===== src/rtl/qsrd_pkg.sv =====
package qsrd_pkg;

  localparam int CodeWidth   = 8;
  localparam int SymbolWidth = 7;
  localparam int RepeatWidth = 8;
  localparam int OutDataWidth = 16;

  localparam logic [CodeWidth-1:0]   LineEndCode = 8'd32;
  localparam logic [CodeWidth-1:0]   TermCode    = 8'd0;
  localparam logic [SymbolWidth-1:0] NewlineCode = 7'd10;

  localparam logic [1:0] MODE_IDLE = 2'd0;
  localparam logic [1:0] MODE_PEND = 2'd1;
  localparam logic [1:0] MODE_RUN  = 2'd2;

  typedef struct packed {
    logic                   line_end;
    logic [RepeatWidth-1:0] repeat_res;
    logic [SymbolWidth-1:0] symbol;
  } res_t;

  typedef struct packed {
    logic [1:0] count;
    res_t       first;
    res_t       second;
  } push_t;

endpackage


===== src/rtl/qsrd_decode.sv =====
module qsrd_decode (
  input  logic                      clk,
  input  logic                      rst,
  input  logic                      in_valid,
  output logic                      in_ready,
  input  logic [qsrd_pkg::CodeWidth-1:0] in_code,
  input  logic                      room,
  output qsrd_pkg::push_t           push
);
  import qsrd_pkg::*;

  logic                   byte_valid;
  logic [CodeWidth-1:0]   code;
  logic [1:0]             mode;
  logic [1:0]             mode_next;
  logic [SymbolWidth-1:0] cur_sym;
  logic [SymbolWidth-1:0] cur_sym_next;
  logic [SymbolWidth-1:0] prev_sym;
  logic [SymbolWidth-1:0] prev_sym_next;
  logic                   last_sym;
  logic                   last_sym_next;
  logic                   take;
  logic                   is_sym;
  logic                   is_cnt;
  logic [RepeatWidth-1:0] reps;
  push_t                  res;

  assign in_ready = !byte_valid || room;
  assign take     = byte_valid && room;

  assign is_sym = !code[7] && (code > LineEndCode);
  assign is_cnt = code[7] || ((code != TermCode) && (code < LineEndCode));
  assign reps   = code[7] ? (~code + 8'd1) : code;

  always_comb begin
    res           = '0;
    mode_next     = mode;
    cur_sym_next  = cur_sym;
    prev_sym_next = prev_sym;
    last_sym_next = last_sym;
    if (mode != MODE_PEND && mode != MODE_RUN) begin
      if (is_sym) begin
        cur_sym_next = code[SymbolWidth-1:0];
        mode_next    = MODE_PEND;
      end
    end else if (is_sym) begin
      if (mode == MODE_PEND) begin
        res.count     = 2'd1;
        res.first     = '{line_end: 1'b0, repeat_res: 8'd1, symbol: cur_sym};
        prev_sym_next = cur_sym;
        last_sym_next = 1'b1;
      end
      cur_sym_next = code[SymbolWidth-1:0];
      mode_next    = MODE_PEND;
    end else if (is_cnt) begin
      res.count     = 2'd1;
      res.first     = '{line_end: 1'b0, repeat_res: reps, symbol: cur_sym};
      cur_sym_next  = prev_sym;
      prev_sym_next = cur_sym;
      last_sym_next = 1'b0;
      mode_next     = MODE_RUN;
    end else begin
      if (code == LineEndCode) begin
        if (mode == MODE_PEND) begin
          res.count  = 2'd2;
          res.first  = '{line_end: 1'b0, repeat_res: 8'd1, symbol: cur_sym};
          res.second = '{line_end: 1'b1, repeat_res: 8'd1, symbol: NewlineCode};
        end else begin
          res.count = 2'd1;
          res.first = '{line_end: 1'b1, repeat_res: 8'd1, symbol: NewlineCode};
        end
      end else begin
        res.count = 2'd1;
        if (mode == MODE_PEND && last_sym) begin
          res.first = '{line_end: 1'b1, repeat_res: 8'd1, symbol: cur_sym};
        end else begin
          res.first = '{line_end: 1'b1, repeat_res: 8'd0, symbol: 7'd0};
        end
      end
      mode_next     = MODE_IDLE;
      cur_sym_next  = '0;
      prev_sym_next = '0;
      last_sym_next = 1'b1;
    end
  end

  always_comb begin
    push = res;
    if (!take) begin
      push.count = 2'd0;
    end
  end

  always_ff @(posedge clk) begin
    if (rst) begin
      byte_valid <= 1'b0;
      mode       <= MODE_IDLE;
      cur_sym    <= '0;
      prev_sym   <= '0;
      last_sym   <= 1'b1;
    end else begin
      if (in_valid && in_ready) begin
        byte_valid <= 1'b1;
      end else if (take) begin
        byte_valid <= 1'b0;
      end
      if (take) begin
        mode     <= mode_next;
        cur_sym  <= cur_sym_next;
        prev_sym <= prev_sym_next;
        last_sym <= last_sym_next;
      end
    end
  end

  always_ff @(posedge clk) begin
    if (in_valid && in_ready) begin
      code <= in_code;
    end
  end

endmodule


===== src/rtl/qsrd_fifo.sv =====
module qsrd_fifo (
  input  logic            clk,
  input  logic            rst,
  input  qsrd_pkg::push_t push,
  output logic            room,
  output logic            out_valid,
  input  logic            out_ready,
  output qsrd_pkg::res_t  out_res
);
  import qsrd_pkg::*;

  res_t       mem [4];
  logic [1:0] head;
  logic [1:0] tail;
  logic [2:0] count;
  logic       pop;

  assign out_valid = count != 3'd0;
  assign pop       = out_valid && out_ready;
  assign room      = count <= 3'd2;
  assign out_res   = mem[head];

  always_ff @(posedge clk) begin
    if (rst) begin
      head  <= '0;
      tail  <= '0;
      count <= '0;
    end else begin
      if (pop) begin
        head <= head + 2'd1;
      end
      tail  <= tail + push.count;
      count <= count + {1'b0, push.count} - {2'b00, pop};
    end
  end

  always_ff @(posedge clk) begin
    if (push.count != 2'd0) begin
      mem[tail] <= push.first;
    end
    if (push.count == 2'd2) begin
      mem[tail + 2'd1] <= push.second;
    end
  end

endmodule


===== src/rtl/quality_score_run_decoder.sv =====
// An input byte is registered in the decoder, and its results are registered in the result queue.
// One code byte is accepted every cycle; a byte yields zero, one or two results,
// and the four-entry result queue holds the input when fewer than two entries are free.
// Output gives one result per cycle while m_axis_tready is high; a line end after a pending symbol gives two.
// Synchronous active-high reset empties the queue and returns the decoder to its line-start state.
module quality_score_run_decoder (
  input  logic                                clk,
  input  logic                                rst,
  input  logic                                s_axis_tvalid,
  output logic                                s_axis_tready,
  input  logic [qsrd_pkg::CodeWidth-1:0]      s_axis_tdata,  // [7:0] code_byte
  output logic                                m_axis_tvalid,
  input  logic                                m_axis_tready,
  output logic [qsrd_pkg::OutDataWidth-1:0]   m_axis_tdata,  // [6:0] symbol, [14:7] repeat_res
  output logic                                m_axis_tlast   // line_end
);
  import qsrd_pkg::*;

  push_t push;
  res_t  out_res;
  logic  room;

  qsrd_decode u_decode (
    .clk      (clk),
    .rst      (rst),
    .in_valid (s_axis_tvalid),
    .in_ready (s_axis_tready),
    .in_code  (s_axis_tdata),
    .room     (room),
    .push     (push)
  );

  qsrd_fifo u_fifo (
    .clk       (clk),
    .rst       (rst),
    .push      (push),
    .room      (room),
    .out_valid (m_axis_tvalid),
    .out_ready (m_axis_tready),
    .out_res   (out_res)
  );

  assign m_axis_tdata = {1'b0, out_res.repeat_res, out_res.symbol};
  assign m_axis_tlast = out_res.line_end;

endmodule

===== config.mk =====
export PLATFORM = sky130hd
export DESIGN_NAME = quality_score_run_decoder
export DESIGN_NICKNAME = d
export VERILOG_FILES = /design/src/rtl/qsrd_pkg.sv /design/src/rtl/qsrd_decode.sv /design/src/rtl/qsrd_fifo.sv /design/src/rtl/quality_score_run_decoder.sv
export SDC_FILE = /design/constraint.sdc
export NUM_CORES = 1
export LEC_CHECK = 0
export BUFFER_PORTS_ARGS = -buffer_cell sky130_fd_sc_hd__buf_2
export CORE_MARGIN = 1
export CORE_UTILIZATION = 24
export CTS_BUF_LIST = sky130_fd_sc_hd__clkbuf_16
export CTS_CLUSTER_SIZE = 28
export DETAILED_ROUTE_END_ITERATION = 12
export SETUP_SLACK_MARGIN = 0.02
export SLEW_MARGIN = 20
export SYNTH_ARGS = -nofsm -noshare
export SYNTH_HDL_FRONTEND = slang
export SYNTH_SLANG_ARGS = --single-unit

===== constraint.sdc =====
create_clock -name clk -period 8.3 [get_ports clk]
set_input_delay 0.415 -clock clk [delete_from_list [all_inputs] [get_ports clk]]
set_output_delay 0.415 -clock clk [all_outputs]
set_load 0.005 [all_outputs]

==> impl_metrics.toml, run 1 <==
[finish]
final_cells = 703
nets = 483
mostFrequentLayoutCells = "75 x dfxtp_1, 57 x nor2_1, 32 x nand2_1"
drive_gt1_share_pct = 17.91
n_antenna_cell = 0
syn2layout_area_growth_pct = 13.23
final_common_cell = "dfxtp_1"

[logic_synthesis]
synth-edff-count = 24
syn_area_per_cell_sq_um = 10.31
seq_area_frac_synth_pct = 48.23
yosysTopAreaCell = "dfxtp_1"
ys_ff_latch = 99
syn_area_sq_mm = 0.004607
syn_nets = 466
syn_inst = 447
synth-async-reset-ratio_pct = 0
ys_top_cells_by_area = "dfxtp_1 33%, edfxtp_1 16%, mux4_2 7.8%"
synthFlopType = "dfxtp_1"
synth.distinct_cells = 55
yosys_warnings = 0
netlist.area_leader.share_pct = 32.59

[flow_run]
max_cap_viol_count = 0

[global_routing]
grt_use_total_pct = 11.95
grt_pass1_vias = 3285
grt_pass1_wl_um = 18110
antenna_found_initial = 0
grt_max_degree = 29
overflow = 0

[sta]
worstMarginPinSlew_ns = 0.9540
worst_clock_skew_ns = 0.007429
fin_setup_tns_ns = 0
hold_slack_ns = 0.2401
setup_viol = 0
fin_ws_ns = 4.725
fin_crit_sh_pct = 43.07
max_clock_freq_mhz = 279.7
hold_viol_final = 0
fin_crit_ns = 3.575
rsz0062_at_grt = "false"
drv_slew = 0
slew_headroom_pct = 35.57

[power_and_ir_drop]
sw_frac_of_total_pct = 28.18
switchingPower_uw = 325.7
power.density_mw_per_mm2 = 221.6
power_mw = 1.156
power_leakage_nw = 1.910
p_int_uw = 830.1
power_frac_comb_pct = 18.7
peakVddDrop_uv = 111.2
power.share.sequential_pct = 48.0
clkPwrFrac_pct = 33.3

[cts]
cts.sinks = 99
htree_levels = 3
cts_setup_buffers = 0
clk_path_buf_depth = 2
numCtsBuffers = 9
cts-root-buf = "clkbuf_16"
ctsResizeCount = 0
clkLatencyLatePin_ns = 0.35
cts.clk_slew.worst_paths_ns = 0.06
cts_hold_buf = 0
cts_tree = "done"

[place]
io_buffers = 29
placed_cells = 687
gp_congestion = 0.8480
post-place-ws_ns = 4.747
dp.final_hpwl_um = 8099

[worst_setup_path]
critPathArrivalTime_ns = 3.79
timing.rr.start = "u_decode.code[1]$_DFFE_PP_"
r2r-end = "u_fifo.count[2]$_SDFF_PP0_"
crit_required_ns = 8.52
cp-end-kind = "flop"
path_common_cell = "inv_1"
ff2ff_path_depth = 12
critPathMaxFanout = 13
crit_slowest_cell = "or4b_1"
crit_type = "reg -> reg"
startpoint_type = "flop"
cp_slowest_stage_delay_ns = 0.60
rrSetupSlack_ns = 4.73
crit_chain = "inv_1 -> ha_1 -> or4b_1 -> or3_4 -> nor4_4 -> inv_1 -> ha_1 -> inv_1 -> fa_1 -> xor2_1 -> xnor2_1 -> nor2_1"

[detailed_routing]
dr_total_vias = 3481
vias_per_cell = 4.952
wl_per_cell_um = 16.16
dr.pass1.iters = 5
top_layer = "met4"
drt_iter0_drc = 361
ant_nets = 0
routed_wl_um = 11360
wl_met1_um = 5280
drc = 0
route.met3.wl_um = 691
wl_met2_um = 5122

[min_path]
hold_class = "in -> reg"
hold_path_depth = 1
min_from = "s_axis_tdata[7]"
hold_end = "u_decode.code[7]$_DFFE_PP_"

[floorplanning]
rows = 50
die_area_sq_mm = 0.01975
ios = 31
core-area_sq_mm = 0.01877
dieHeight_um = 140.5
start_util_pct = 24.55
die_w_um = 140.5

[status]
status = "finished, final reports clean"
[layout make-up]
cell class              instances  area, sq um
well taps                     234        292.8
clock buffers                   9        225.2
fillers                      1962        13550
repair buffers                 34        182.7
flip-flops and latches         99         2222
inverters                      11        41.29
clock inverters                 7        42.54
multi-input cells             309         2210
[synth_stat cells (5+ instances only)]
master and n:
a21boi_0 5, a21oi_1 26, a31o_1 5, a31o_2 7
and2_1 11, and3_1 5, buf_2 5, clkbuf_1 16
dfxtp_1 75, edfxtp_1 24, ha_1 6, inv_1 11
mux2i_1 30, mux4_2 16, nand2_1 32, nand2b_1 5
nand3_1 12, nor2_1 57, nor2b_1 7, nor3_1 15
o21ai_0 18
[per-stage QoR]
step                instance area [sq um]  utilization (%)
floorplan                            4607                -
global placement                     4949            26.37
detailed placement                   4949            26.37
CTS                                  5216            27.79
global route                         5216            27.79
finish                               5216            27.79
[per-layer routing]
layer	vias to the layer above	GRT usage (%)
met5	-	0
met3	23	3.658
met1	1687	15.53
met2	121	18.76
li1	1650	-
met4	0	4.119
[sequential cells by signal (all words and copies together) (netlist names), named ones only]
register / flops
u_decode.prev_sym: 7
u_decode.byte_valid: 1
u_decode.code: 8
u_fifo.count: 3
u_fifo.head: 2
u_fifo.mem: 64
u_decode.cur_sym: 7
u_fifo.tail: 2
u_decode.mode: 2
u_decode.last_sym: 1
[cells by family (layout without fill, tap and decap cells)]
family | Yosys count | count (layout) | synth area share (%)
DFF | 99 | 99 | 48.23
adders and majority gates | 7 | 7 | 2.064
and+or+nand+nor | 163 | 163 | 17.84
other | 1 | 1 | 0.08140
buffers and inverters | 39 | 61 | 4.047
xor gates and xnor gates | 7 | 7 | 1.331
AOI/OAI and AO/OA | 85 | 85 | 12.06
muxes | 46 | 46 | 14.34
[how the worst max path moves through the flow]
stage,startpoint,slack (ns),to
6_report,u_decode.code[1]$_DFFE_PP_,4.73,u_fifo.count[2]$_SDFF_PP0_
5_1_grt,u_decode.code[1]$_DFFE_PP_,4.47,u_fifo.mem[1][15]$_DFFE_PP_
4_1_cts,u_decode.code[0]$_DFFE_PP_,4.72,u_fifo.count[2]$_SDFF_PP0_
3_5_place_dp,u_decode.code[0]$_DFFE_PP_,4.75,u_fifo.count[2]$_SDFF_PP0_
3_3_place_gp,u_decode.code[0]$_DFFE_PP_,4.83,u_fifo.count[2]$_SDFF_PP0_
2_1_floorplan,u_decode.code[0]$_DFFE_PP_,5.08,u_fifo.count[2]$_SDFF_PP0_
[power by group through the flow]
stage | Combinational (mW) | Clock (mW) | Sequential [mW]
after global placement | 0.217 | 0 | 0.563
after global routing | 0.241 | 0.417 | 0.560
final | 0.216 | 0.385 | 0.555
after detailed placement | 0.221 | 0 | 0.565
after floorplan | 0.167 | 0 | 0.549
after CTS | 0.222 | 0.396 | 0.555
[critical path, delay by kind of cell (launching register included)]
family	cells	cell delay [ns]
buffers and inverters	3	0.25
flip-flops	1	0.41
adder cells (fa/ha/maj)	3	0.91
AND/OR/NAND/NOR	4	1.57
XOR/XNOR	2	0.30
(Power assumes the default switching activity.)
==> run 2, diff against run 1 <==
Clock period 8.3 ns to 2.9 ns, I/O delays scaled along.
==> impl_metrics.toml, run 2 (synthesis gave the netlist of run 1 again) <==
[status]
status = "finished with violations"
violations = "setup timing"

[sta]
drv_slew = 0
max_clock_freq_mhz = 342.3
slew_headroom_pct = 37.44
hold_viol_final = 0
fin_ws_ns = -0.02136
setup_viol = 1
rsz0062_at_grt = "true"
worstMarginPinSlew_ns = 0.9263
worst_clock_skew_ns = 0.006555
fin_crit_ns = 2.921
fin_crit_sh_pct = 100.7

[cts]
clk_path_buf_depth = 2
htree_levels = 3
numCtsBuffers = 9
clkLatencyLatePin_ns = 0.36
cts-root-buf = "clkbuf_16"
cts_tree = "done"
cts.clk_slew.worst_paths_ns = 0.07
cts.sinks = 99

[min_path]
min_from = "s_axis_tvalid"
hold_path_depth = 3
hold_class = "in -> reg"

[power_and_ir_drop]
p_int_mw = 2.596
power.density_mw_per_mm2 = 641.6
power_frac_comb_pct = 20.1
sw_frac_of_total_pct = 27.66
power_leakage_nw = 2.070
switchingPower_uw = 992.8
power.share.sequential_pct = 43.9
clkPwrFrac_pct = 36.1
peakVddDrop_uv = 325.3

[detailed_routing]
wl_per_cell_um = 15.40
drt_iter0_drc = 250
routed_wl_um = 11300
dr.pass1.iters = 4
dr_total_vias = 3481
ant_nets = 0
drc = 0
vias_per_cell = 4.743

[global_routing]
grt_use_total_pct = 11.88
grt_pass1_vias = 3425
grt_max_degree = 29
overflow = 0
antenna_found_initial = 0
grt_pass1_wl_um = 18080

[flow_run]
max_cap_viol_count = 0

[worst_setup_path]
crit_chain = "inv_1 -> ha_2 -> or4b_4 -> or3_4 -> nor4_4 -> inv_1 -> ha_4 -> inv_2 -> fa_2 -> xor2_2 -> xnor2_1 -> nor2_1"
cp_slowest_stage_delay_ns = 0.46
startpoint = "u_decode.code[0]$_DFFE_PP_"
cp_num_cells = 12
timing.rr.start = "u_decode.code[0]$_DFFE_PP_"
worst-path-buf-inv = 3
ff2ff_path_depth = 12
crit_slowest_cell = "or4b_4"
path_common_cell = "inv_1"
crit_type = "reg -> reg"
crit_required_ns = 3.12
critPathArrivalTime_ns = 3.14
critPathMaxFanout = 2
crit_family = "simple AND/OR/NAND/NOR gates"
cp-end-kind = "flop"
startpoint_type = "flop"

[finish]
regMostFlops = "u_fifo.mem"
n_antenna_cell = 0
syn2layout_area_growth_pct = 21.43
top_regs = "u_fifo.mem x64, u_decode.code x8"
mostFrequentLayoutCells = "75 x dfxtp_1, 57 x nor2_1, 32 x nand2_1"
final_area_sq_mm = 0.005594
drive_gt1_share_pct = 23.80
largest_reg_flops = 64
final_common_cell = "dfxtp_1"
final_cells = 734
nets = 514

[place]
dp.final_hpwl_um = 8083
post-place-ws_ns = -0.04727
gp_congestion = 0.8269
placed_area_sq_mm = 0.005135
placed_cells = 709
io_buffers = 29

[floorplanning]
start_util_pct = 24.55
die_area_sq_mm = 0.01975
ios = 31
rows = 50
die_w_um = 140.5
dieHeight_um = 140.5
core-area_sq_mm = 0.01877
-- run 2: cell type report --
| class | instances | area [sq um] |
|---|---|---|
| Fill cell | 1929 | 13170 |
| Multi-Input combinational cell | 309 | 2265 |
| Sequential cell | 99 | 2222 |
| Timing Repair Buffer | 65 | 447.9 |
| Tap cell | 234 | 292.8 |
| Clock buffer | 10 | 250.2 |
| Clock inverter | 6 | 75.07 |
| Inverter | 11 | 41.29 |
-- run 2: per-stage QoR --
stage	TNS [ns]	power (mW)	hold slack (ns)	util (%)
floorplan	-0.3473	2.053	0.2439	-
global placement	0	2.261	0.3265	27.36
detailed placement	-0.04727	2.282	0.3231	27.36
CTS	-0.04448	3.587	0.0007462	29.52
global route	-0.1237	3.766	0.01650	29.81
finish	-0.02136	3.589	0.01188	29.81
-- run 2: worst reg2reg max path, delay by kind of cell, from the launching register on --
kind | cells | cell delay [ns]
AND/OR/NAND/NOR | 4 | 1.05
adder cells (fa/ha/maj) | 3 | 0.83
XOR/XNOR | 2 | 0.30
buffers and inverters | 3 | 0.21
flip-flops | 1 | 0.41
-- run 2: routing by layer --
metal	GRT usage [%]	share of wire [%]	up-vias
met3	2.769	3.5	12
met2	19.26	46	70
li1	-	-	1700
met1	15.49	49	1699
met5	0	0	-
met4	4.062	1.4	0
-- run 2: power by group through the flow --
| stage | clock (mW) | combinational (mW) | sequential, mW |
|---|---|---|---|
| finish | 1.29 | 0.720 | 1.57 |
| global route | 1.38 | 0.797 | 1.59 |
| CTS | 1.33 | 0.685 | 1.57 |
| detailed placement | 0 | 0.675 | 1.61 |
| global placement | 0 | 0.661 | 1.60 |
| floorplan | 0 | 0.482 | 1.57 |
-- run 2: worst paths after layout --
kind	end	slack, ns
hold / removal	u_decode.byte_valid$_SDFFE_PP0P_	0.01
setup reg to reg	u_fifo.count[2]$_SDFF_PP0_	-0.02
setup / recovery	u_fifo.count[2]$_SDFF_PP0_	-0.02
hold reg to reg	u_decode.prev_sym[6]$_SDFFE_PP0P_	0.46
-- run 2: repair_timing --
action,4_1_cts,5_1_grt
buffers inserted,0,1
setup endpoints to repair,1,5
resized for setup,0,8
pin swaps,1,1
hold endpoints to repair,8,0
hold buffers,8,0
==> run 3, diff against run 2 <==
Settings changed: CELL_PAD_IN_SITES_DETAIL_PLACEMENT from default to 0, CELL_PAD_IN_SITES_GLOBAL_PLACEMENT from default to 1, PLACE_DENSITY_LB_ADDON from default to 0.1.
Clock period 2.9 ns to 2.8 ns, I/O delays scaled along.
==> impl_metrics.toml, run 3 (synthesis gave the netlist of run 1 again) <==
[worst_setup_path]
crit_chain = "inv_2 -> ha_4 -> or4b_4 -> or3_4 -> nor4_4 -> inv_1 -> ha_1 -> inv_2 -> fa_2 -> xor2_2 -> xnor2_1 -> nor2_1"
cp-end-kind = "flop"
crit_slowest_cell = "or4b_4"
critPathArrivalTime_ns = 3.10
rrSetupSlack_ns = -0.07
path_common_cell = "inv_2"
critPathMaxFanout = 2
crit_required_ns = 3.03
startpoint_type = "flop"
cp_slowest_stage_delay_ns = 0.46
crit_type = "reg -> reg"

[place]
post-place-ws_ns = -0.1447
dp.final_hpwl_um = 9084
io_buffers = 29
gp_congestion = 0.7715
placed_cells = 723

[global_routing]
grt_max_degree = 29
overflow = 0
grt_pass1_wl_um = 21070
grt_pass1_vias = 3655
antenna_found_initial = 0
grt_use_total_pct = 14.36

[floorplanning]
core-area_sq_mm = 0.01877
rows = 50
start_util_pct = 24.55
die_w_um = 140.5
ios = 31
dieHeight_um = 140.5
die_area_sq_mm = 0.01975

[finish]
seqCellArea_sq_mm = 0.002222
drive_gt1_share_pct = 26.92
nets = 534
mostFrequentLayoutCells = "75 x dfxtp_1, 56 x nor2_1, 42 x buf_4"
final_cells = 754
final_common_cell = "dfxtp_1"
n_antenna_cell = 0
multi_input_area_sq_mm = 0.002268
regMostFlops = "u_fifo.mem"
syn2layout_area_growth_pct = 25.39
top_regs = "u_fifo.mem x64, u_decode.code x8"
fill_cells = 1960
largest_reg_flops = 64

[cts]
cts.sinks = 99
cts.clk_slew.worst_paths_ns = 0.07
numCtsBuffers = 9
htree_levels = 3
cts_tree = "done"
clkLatencyLatePin_ns = 0.36
clk_path_buf_depth = 2
cts-root-buf = "clkbuf_16"

[sta]
fin_crit_ns = 2.867
max_clock_freq_mhz = 348.9
worstMarginPinSlew_ns = 0.6732
fin_ws_ns = -0.06651
fin_crit_sh_pct = 102.4
setup_viol = 1
drv_slew = 0
slew_headroom_pct = 54.71
rsz0062_at_grt = "true"
fin_setup_tns_ns = -0.06651
worst_clock_skew_ns = 0.008670
hold_viol_final = 0

[detailed_routing]
drc = 0
dr_total_vias = 3520
ant_nets = 0
wl_per_cell_um = 17.34
wl_met2_um = 6122
dr.pass1.iters = 4
route.met3.wl_um = 477
vias_per_cell = 4.668
wl_met1_um = 6258
top_layer = "met4"
routed_wl_um = 13080
drt_iter0_drc = 239

[power_and_ir_drop]
power.density_mw_per_mm2 = 634.2
power_leakage_nw = 2.190
power_mw = 3.663
peakVddDrop_uv = 255.3

[status]
status = "finished with violations"
violations = "setup timing"

[flow_run]
max_cap_viol_count = 0

[min_path]
hold_class = "in -> reg"
==> run 3: metal layers <==
metal / global-route usage, % / vias up
met5: 0 / -
met4: 5.092 / 0
met3: 3.043 / 14
met2: 23.61 / 67
met1: 18.61 / 1689
li1: - / 1750
==> run 3: final timing paths <==
check,from,endpoint,cells past startpoint
max,u_decode.code[1]$_DFFE_PP_,u_fifo.count[2]$_SDFF_PP0_,12
min,rst,u_fifo.head[0]$_SDFFE_PP0P_,2
max reg2reg,u_decode.code[1]$_DFFE_PP_,u_fifo.count[2]$_SDFF_PP0_,12
min reg2reg,u_decode.prev_sym[1]$_SDFFE_PP0P_,u_decode.prev_sym[1]$_SDFFE_PP0P_,2
==> run 3: timing repair <==
action / CTS / global route
endpoints found under the hold margin: 9 / 0
endpoints found under the setup margin: 2 / 44
setup buffers: 4 / 2
pin swaps: 0 / 1
gates cloned: 0 / 0
hold buffers: 9 / 0
gates resized for setup: 2 / 8
==> run 3: worst max-delay path, delay by kind of cell, from the launching register on <==
family | cells | cell delay, ns
buf+inv | 3 | 0.20
simple gates | 4 | 1.05
fa+ha+maj | 3 | 0.80
xor+xnor | 2 | 0.30
flops | 1 | 0.40
==> run 3: where the power goes <==
part	switching, mW	total, mW	leakage [nW]	internal (mW)
clock network	0.615	1.29	0.151	0.674
logic	0.388	0.761	1.19	0.373
registers	0.0616	1.61	0.852	1.55
total	1.06	3.66	2.19	2.60
==> run 3: cell type report <==
class	instances	share of cell area, %
clock buffer	10	4.332
inverter	11	0.7147
sequential	99	38.47
timing repair buffer	85	11.26
tap	234	5.068
multi-input combinational	309	39.27
clock inverter	6	0.8880
==> run 3: stage by stage <==
step	util, %	area, sq um	hold WS, ns
6_report	30.78	5777	0.2344
3_3_place_gp	28.21	5295	0.3162
2_1_floorplan	-	4622	0.2389
3_5_place_dp	28.21	5295	0.3181
5_1_grt	30.78	5777	0.2776
4_1_cts	30.49	5723	0.2391
